<file path="src/hw/rtl/adfp_pkg.sv">
// ----------------------------------------------------------------------------
// adfp_pkg
// Types and constants of the ASCII decimal to fixed point parser.
// ----------------------------------------------------------------------------
package adfp_pkg;

  // Parser phase
  typedef enum logic [1:0] {
    PH_SEEK = 2'd0,
    PH_INT  = 2'd1,
    PH_FRAC = 2'd2
  } phase_t;

  // Result status codes
  typedef enum logic [1:0] {
    ST_OK        = 2'd0,
    ST_BAD_START = 2'd1,
    ST_OVERFLOW  = 2'd2,
    ST_NO_NUMBER = 2'd3
  } status_t;

  // One result entry
  typedef struct packed {
    logic [63:0] value;
    status_t     status;
    logic        last;
  } result_t;

  // Character codes
  localparam logic [7:0] CH_ZERO  = 8'h30;
  localparam logic [7:0] CH_NINE  = 8'h39;
  localparam logic [7:0] CH_COMMA = 8'h2C;
  localparam logic [7:0] CH_MINUS = 8'h2D;
  localparam logic [7:0] CH_PLUS  = 8'h2B;
  localparam logic [7:0] CH_DOT   = 8'h2E;
  localparam logic [7:0] CH_SPACE = 8'h20;
  localparam logic [7:0] CH_TAB   = 8'h09;
  localparam logic [7:0] CH_CR    = 8'h0D;

  // Magnitude limits
  localparam logic [63:0] LIM_POS = 64'h7FFF_FFFF_FFFF_FFFF;
  localparam logic [63:0] LIM_NEG = 64'h8000_0000_0000_0000;

  // Fraction digit weights floor(2^32 / 10^k), k = 0..10
  localparam int unsigned FCNT_MAX_I = 10;
  localparam logic [3:0]  FCNT_MAX   = 4'd10;
  localparam logic [32:0] SCALE_TBL [0:FCNT_MAX_I] = '{
    33'd4294967296, 33'd429496729, 33'd42949672, 33'd4294967, 33'd429496,
    33'd42949, 33'd4294, 33'd429, 33'd42, 33'd4, 33'd0
  };

  // Result queue
  localparam int unsigned Q_DEPTH = 4;
  localparam int unsigned Q_AW    = 2;
  localparam int unsigned Q_CW    = 3;

endpackage

</file>
<file path="src/hw/rtl/ascii_decimal_to_fixed_parser.sv">
// ----------------------------------------------------------------------------
// ascii_decimal_to_fixed_parser
// Parses a stream of ASCII characters, one per request, into signed fixed
// point numbers with FRAC_BITS fraction bits (Q31.32 by default).
// Input: in_valid/in_stall carrying in_ch and in_end_of_text. Output:
// out_valid/out_stall carrying out_value, out_status and out_last.
// A request gives zero, one or two results; out_last marks the final one.
// Results are written into a four-entry result queue when the request is
// taken and leave from its head, one per cycle while out_stall is low. One
// character is taken per cycle while in_stall is low; in_stall rises when
// fewer than two entries are free. While out_stall is high the queue head
// holds still and input continues until fewer than two entries are free.
// Reset (synchronous, rst_n low) empties the queue and returns the parser
// to seeking the start of a number.
// ----------------------------------------------------------------------------
module ascii_decimal_to_fixed_parser #(
  parameter int unsigned FRAC_BITS = 32
) (
  input  logic               clk,
  input  logic               rst_n,
  input  logic               in_valid,
  output logic               in_stall,
  input  logic [7:0]         in_ch,
  input  logic               in_end_of_text,
  output logic               out_valid,
  input  logic               out_stall,
  output logic signed [63:0] out_value,
  output logic [1:0]         out_status,
  output logic               out_last
);
  import adfp_pkg::*;

  localparam int unsigned SCALE_SHIFT = 32 - FRAC_BITS;

  // Parser state
  phase_t      phase_r, phase_nxt;
  logic [63:0] acc_r, acc_nxt;
  logic        neg_r, neg_nxt;
  logic [3:0]  fcnt_r, fcnt_nxt;
  logic        ovf_r, ovf_nxt;

  // Result queue
  result_t           q_mem [Q_DEPTH];
  logic [Q_AW-1:0]   wr_ptr_r, rd_ptr_r;
  logic [Q_CW-1:0]   cnt_r;

  logic in_fire, out_fire;

  // Character classes
  logic       is_digit, is_delim, is_dot;
  logic [3:0] digit;
  logic [63:0] digit_fix;

  // Seek decode from a cleared state
  phase_t      seek_phase;
  logic        seek_neg, seek_bad;
  logic [63:0] seek_acc;

  // Arithmetic
  logic [63:0] lim;
  logic [67:0] int_sum, frac_sum;
  logic        sat_int, sat_frac;
  logic [3:0]  fidx;
  logic [32:0] scale;
  logic [36:0] frac_add;

  // Results of this request
  result_t    num_res, bad_res, res_a, res_b;
  logic [1:0] nres;

  assign in_fire  = in_valid && !in_stall;
  assign out_fire = out_valid && !out_stall;
  assign in_stall = (cnt_r > Q_CW'(Q_DEPTH - 2));

  // Character classification
  assign is_digit  = (in_ch >= CH_ZERO) && (in_ch <= CH_NINE);
  assign is_dot    = (in_ch == CH_DOT);
  assign is_delim  = (in_ch == CH_COMMA) || (in_ch == CH_SPACE) ||
                     ((in_ch >= CH_TAB) && (in_ch <= CH_CR));
  assign digit     = 4'(in_ch - CH_ZERO);
  assign digit_fix = {60'd0, digit} << FRAC_BITS;

  // Start of a number
  always_comb begin
    seek_phase = PH_SEEK;
    seek_neg   = 1'b0;
    seek_bad   = 1'b0;
    seek_acc   = '0;
    priority if (is_delim) begin
      seek_phase = PH_SEEK;
    end else if (in_ch == CH_PLUS) begin
      seek_phase = PH_INT;
    end else if (in_ch == CH_MINUS) begin
      seek_phase = PH_INT;
      seek_neg   = 1'b1;
    end else if (is_dot) begin
      seek_phase = PH_FRAC;
    end else if (is_digit) begin
      seek_phase = PH_INT;
      seek_acc   = digit_fix;
    end else begin
      seek_bad = 1'b1;
    end
  end

  // Saturating accumulate: integer digit (acc * 10 + d) and fraction digit
  assign lim      = neg_r ? LIM_NEG : LIM_POS;
  assign int_sum  = ({4'd0, acc_r} << 3) + ({4'd0, acc_r} << 1) + {4'd0, digit_fix};
  assign sat_int  = int_sum > {4'd0, lim};
  assign fidx     = (fcnt_r >= FCNT_MAX) ? FCNT_MAX : fcnt_r + 4'd1;
  assign scale    = SCALE_TBL[fidx] >> SCALE_SHIFT;
  assign frac_add = 37'(scale) * 37'(digit);
  assign frac_sum = {4'd0, acc_r} + 68'(frac_add);
  assign sat_frac = frac_sum > {4'd0, lim};

  // Result templates
  always_comb begin
    num_res.value  = neg_r ? 64'(64'd0 - acc_r) : acc_r;
    num_res.status = ovf_r ? ST_OVERFLOW : ST_OK;
    num_res.last   = 1'b0;
    bad_res.value  = '0;
    bad_res.status = ST_BAD_START;
    bad_res.last   = 1'b1;
  end

  // Next phase
  always_comb begin
    phase_nxt = phase_r;
    if (in_end_of_text) begin
      phase_nxt = PH_SEEK;
    end else begin
      unique case (phase_r)
        PH_INT: begin
          if (is_digit)    phase_nxt = PH_INT;
          else if (is_dot) phase_nxt = PH_FRAC;
          else             phase_nxt = seek_phase;
        end
        PH_FRAC: begin
          if (is_digit) phase_nxt = PH_FRAC;
          else          phase_nxt = seek_phase;
        end
        default: phase_nxt = seek_phase;
      endcase
    end
  end

  // Datapath and results
  always_comb begin
    acc_nxt  = acc_r;
    neg_nxt  = neg_r;
    fcnt_nxt = fcnt_r;
    ovf_nxt  = ovf_r;
    nres     = 2'd0;
    res_a    = num_res;
    res_b    = bad_res;
    if (in_end_of_text) begin
      // flush any pending number, else report an empty end
      if ((phase_r == PH_INT) || (phase_r == PH_FRAC)) begin
        res_a = num_res;
      end else begin
        res_a.value  = '0;
        res_a.status = ST_NO_NUMBER;
      end
      nres     = 2'd1;
      acc_nxt  = '0;
      neg_nxt  = 1'b0;
      fcnt_nxt = '0;
      ovf_nxt  = 1'b0;
    end else begin
      unique case (phase_r)
        PH_INT, PH_FRAC: begin
          if (is_digit && (phase_r == PH_INT)) begin
            acc_nxt = sat_int ? lim : int_sum[63:0];
            ovf_nxt = ovf_r | sat_int;
          end else if (is_digit) begin
            acc_nxt  = sat_frac ? lim : frac_sum[63:0];
            ovf_nxt  = ovf_r | sat_frac;
            fcnt_nxt = (fcnt_r >= FCNT_MAX) ? FCNT_MAX : fcnt_r + 4'd1;
          end else if (is_dot && (phase_r == PH_INT)) begin
            acc_nxt = acc_r;
          end else begin
            // terminator: emit, then restart on this character
            res_a    = num_res;
            nres     = seek_bad ? 2'd2 : 2'd1;
            acc_nxt  = seek_acc;
            neg_nxt  = seek_neg;
            fcnt_nxt = '0;
            ovf_nxt  = 1'b0;
          end
        end
        default: begin
          acc_nxt  = seek_acc;
          neg_nxt  = seek_neg;
          fcnt_nxt = '0;
          ovf_nxt  = 1'b0;
          if (seek_bad) begin
            res_a = bad_res;
            nres  = 2'd1;
          end
        end
      endcase
    end
    res_a.last = (nres == 2'd1);
    res_b.last = 1'b1;
  end

  // Parser state registers
  always_ff @(posedge clk) begin
    if (!rst_n) begin
      phase_r <= PH_SEEK;
      acc_r   <= '0;
      neg_r   <= 1'b0;
      fcnt_r  <= '0;
      ovf_r   <= 1'b0;
    end else if (in_fire) begin
      phase_r <= phase_nxt;
      acc_r   <= acc_nxt;
      neg_r   <= neg_nxt;
      fcnt_r  <= fcnt_nxt;
      ovf_r   <= ovf_nxt;
    end
  end

  // Queue pointers and fill count
  always_ff @(posedge clk) begin
    if (!rst_n) begin
      wr_ptr_r <= '0;
      rd_ptr_r <= '0;
      cnt_r    <= '0;
    end else begin
      if (in_fire) wr_ptr_r <= wr_ptr_r + Q_AW'(nres);
      if (out_fire) rd_ptr_r <= rd_ptr_r + 1'b1;
      cnt_r <= cnt_r + (in_fire ? Q_CW'(nres) : Q_CW'(0)) - Q_CW'(out_fire);
    end
  end

  // Queue storage
  always_ff @(posedge clk) begin
    if (in_fire && (nres != 2'd0)) q_mem[wr_ptr_r] <= res_a;
    if (in_fire && (nres == 2'd2)) q_mem[wr_ptr_r + 1'b1] <= res_b;
  end

  // Queue head drives the result channel
  assign out_valid  = (cnt_r != '0);
  assign out_value  = q_mem[rd_ptr_r].value;
  assign out_status = q_mem[rd_ptr_r].status;
  assign out_last   = q_mem[rd_ptr_r].last;

endmodule

</file>
<file path="config.mk">
export PLATFORM = sky130hd
export DESIGN_NAME = ascii_decimal_to_fixed_parser
export DESIGN_NICKNAME = d
export VERILOG_FILES = /design/src/hw/rtl/adfp_pkg.sv /design/src/hw/rtl/ascii_decimal_to_fixed_parser.sv
export SDC_FILE = /design/constraint.sdc
export NUM_CORES = 2
export LEC_CHECK = 0
export BUFFER_PORTS_ARGS = -buffer_cell sky130_fd_sc_hd__clkbuf_2
export CAP_MARGIN = 15
export CORE_MARGIN = 5
export CORE_UTILIZATION = 42
export DETAILED_ROUTE_END_ITERATION = 6
export PLACE_DENSITY_LB_ADDON = 0.1
export SLEW_MARGIN = 20
export SYNTH_ARGS = -nofsm -noshare
export SYNTH_HDL_FRONTEND = slang
export SYNTH_SLANG_ARGS = --single-unit
</file>
<file path="constraint.sdc">
create_clock -name clk -period 12.02 [get_ports clk]
set_input_delay 2.404 -clock clk [delete_from_list [all_inputs] [get_ports clk]]
set_output_delay 2.404 -clock clk [all_outputs]
set_load 0.02 [all_outputs]
</file>
==> flow_metrics.tcl <==
set metrics [dict create \
    synthXorXnorAreaFrac 0.0547 \
    post_drt_wl_per_cell_um 21.7 \
    ys_seq_elements 349 \
    muxShareOfSynthArea 0.0521 \
    reg2reg_slack_ns 1.41 \
    cp-end-kind "flip-flop" \
    cts_hold_buf 0 \
    cts-htree-levels 2 \
    min_from "q_mem[3][43]" \
    dp.cells 4628 \
    syn_area_um2 29800 \
    critPathBufInv 4 \
    synthFlopType "dfxtp_1" \
    antenna_left 0 \
    cts.sinks 349 \
    fmax_ghz 0.0942 \
    dp_hpwl_mm 75.2 \
    cp_slowest_cell "a21oi_1" \
    grt_start_max_net_pins 149 \
    area_growth_syn_to_layout_pct 8.27 \
    peakVddDrop_uv 96.9 \
    path_delay_family "compound AO/OA/AOI/OAI gates" \
    insertion_delay_ns 0.59 \
    diodes 0 \
    synth-compound-area-share 0.209 \
    routed_via_density 5.80 \
    use_met2 0.398 \
    hold_viol 0 \
    synth_area_leaders "dfxtp_1 (23%), ha_1 (13%), nand2_1 (8.8%)" \
    maxCapViolations 0 \
    via_count 27300 \
    wl_mm 102 \
    synth_top_family_by_area "compound AO/OA/AOI/OAI gates" \
    synth.most_common_cell "nand2_1" \
    yosysWarningCount 0 \
    relSlewSlack 0.181 \
    grt_usage 0.256 \
    holdPathEnd "q_mem[3][43]" \
    grt_pass1_vias 26400 \
    synthesis.nets 4227 \
    critPathMaxStageDelay_ns 0.61 \
    drv_slew 0 \
    yosys-top-cells-count "nand2_1 (697), a21oi_1 (428), dfxtp_1 (349)" \
    top_usage_layer "met2" \
    power.density_nw_per_um2 96.9 \
    cts.path.max_buffers 3 \
    criticalPathCategory "reg2reg" \
    period_share 0.883 \
    whs_path_depth 2 \
    netlist_instances 3815 \
    status "finished clean" \
    synth_top_area_share 0.235 \
    instances_no_fill 4699 \
    nets 4143 \
    synth-adder-area-share 0.188 \
    crit_top_cell "o21ai_0" \
    skew_ns 0.0354 \
    dieArea_um2 76300 \
    r2r_start "fcnt_r[0]" \
    yosys.area_share.simple 0.203 \
    min_period_ns 10.61 \
    reg2reg_to "acc_r[51]" \
    cts_buffers 41 \
    seq_area_frac_synth 0.235 \
    start_kind "flip-flop" \
    first_pass_iters 5 \
    portBuffers 81 \
    cts-root-buf "clkbuf_16" \
    clk_pin_slew_ns 0.06 \
    synth_edf_count 0 \
    crit_fanout 14 \
    drive_above_1_share 0.0809 \
    synth.avg_cell_area_um2 7.81 \
    ys_types 77 \
    rr_worst_depth 36 \
    die_w_um 276 \
    rows 97 \
    start_util 0.424 \
    pin_count 82 \
    fillCellCount 7296 \
    antenna_found_initial 0 \
    setup_viol 0 \
    cp.arrival_ns 11.08 \
    final_util 0.460 \
    use_met1 0.369 \
    tightestPinTransition_ns 1.22 \
    fp.dieH_um 276 \
    finalSetupTns_ns 0 \
    critical_path_required_ns 12.49 \
    synth_area_leader_cell "dfxtp_1" \
    cts_tree "built" \
    asyncSetResetFlopFracSynth 0 \
    grtUsageMet3 0.0428 \
    min_path_type "reg2reg" \
    drt_iter0_drc 1988 \
    leakage_uw 0.0142 \
    gp_congestion 0.925 \
    rsz0062_at_grt "no" \
    core_um2 70100 \
    drc 0 \
    postCtsSetupBuffers 0 \
    grt_pass1_wl_mm 158 \
    grt_overflow 0 \
    ctsResizeCount 0 \
]
## cell type report
class / count / area (um2) / area share
inverters: 210 / 788 / 0.0244
clock inverters: 11 / 163 / 0.00505
flip-flops and latches: 349 / 7000 / 0.217
multi-input cells: 3009 / 21200 / 0.657
repair buffers: 120 / 711 / 0.0220
clock buffers: 60 / 1240 / 0.0384
well taps: 940 / 1180 / 0.0365
## through the flow
stage | worst slack, ns | area, um2 | hold slack, ns | total power (uW)
2_1_floorplan | 2.29 | 29800 | 0.431 | 1660
3_3_place_gp | 0.924 | 30800 | 0.439 | 1830
3_5_place_dp | 1.01 | 30800 | 0.444 | 1830
4_1_cts | 1.30 | 32200 | 0.452 | 3150
5_1_grt | 0.764 | 32200 | 0.458 | 3260
6_report | 1.41 | 32200 | 0.450 | 3130
## cells in the final DEF (no fill, tap or decap), types with 42 or more instances in the layout
cell	count
a21o_1	85
a21oi_1	427
and2_1	55
and3_1	47
clkbuf_16	42
clkbuf_2	81
dfxtp_1	346
fa_1	82
ha_1	317
inv_1	209
mux4_2	67
nand2_1	695
nand3_1	131
nand4_1	59
nor2_1	195
o211ai_1	50
o21ai_0	153
o31ai_1	51
xnor2_1	107
xor2_1	77
## flip-flops by register name, indices dropped and copies added (netlist names), named ones only
signal	cells
rd_ptr_r	2
neg_r	1
phase_r	2
wr_ptr_r	2
fcnt_r	4
ovf_r	1
cnt_r	3
q_mem	268
acc_r	64
## power breakdown
group	switching (uW)	internal [uW]	leakage, uW	total (uW)
sequential	53.8	1180	0.00282	1240
clock	540	780	0.000690	1320
combinational	373	196	0.0107	569
total	967	2160	0.0142	3130
## layer usage
layer  vias to the layer above  part of all wire
li1                      13300                 -
met1                     13000              0.47
met2                       802              0.44
met3                       120             0.066
met4                         0             0.028
met5                         -                 0
## tightest hold or removal path: stages (launching register included)
cell	delay [ns]
dfxtp_1	0.30
nand2_1	0.05
a21oi_1	0.05
## worst max-delay path by stage
| stage | startpoint | depth (start not counted) | endpoint |
|---|---|---|---|
| 2_1_floorplan | in_ch[2] | 35 | acc_r[11] |
| 4_1_cts | fcnt_r[0] | 36 | acc_r[51] |
| 3_5_place_dp | in_ch[2] | 29 | acc_r[51] |
| 3_3_place_gp | in_ch[2] | 29 | acc_r[51] |
| 6_report | fcnt_r[0] | 36 | acc_r[51] |
| 5_1_grt | fcnt_r[0] | 36 | acc_r[51] |
## cells by family after synthesis
| logic type | Yosys count |
|---|---|
| simple gates | 1349 |
| compound gates | 1005 |
| buf+inv | 457 |
| fa+ha+maj | 399 |
| flops | 349 |
| xor+xnor | 185 |
| mux | 71 |
(Power assumes the default switching activity.)
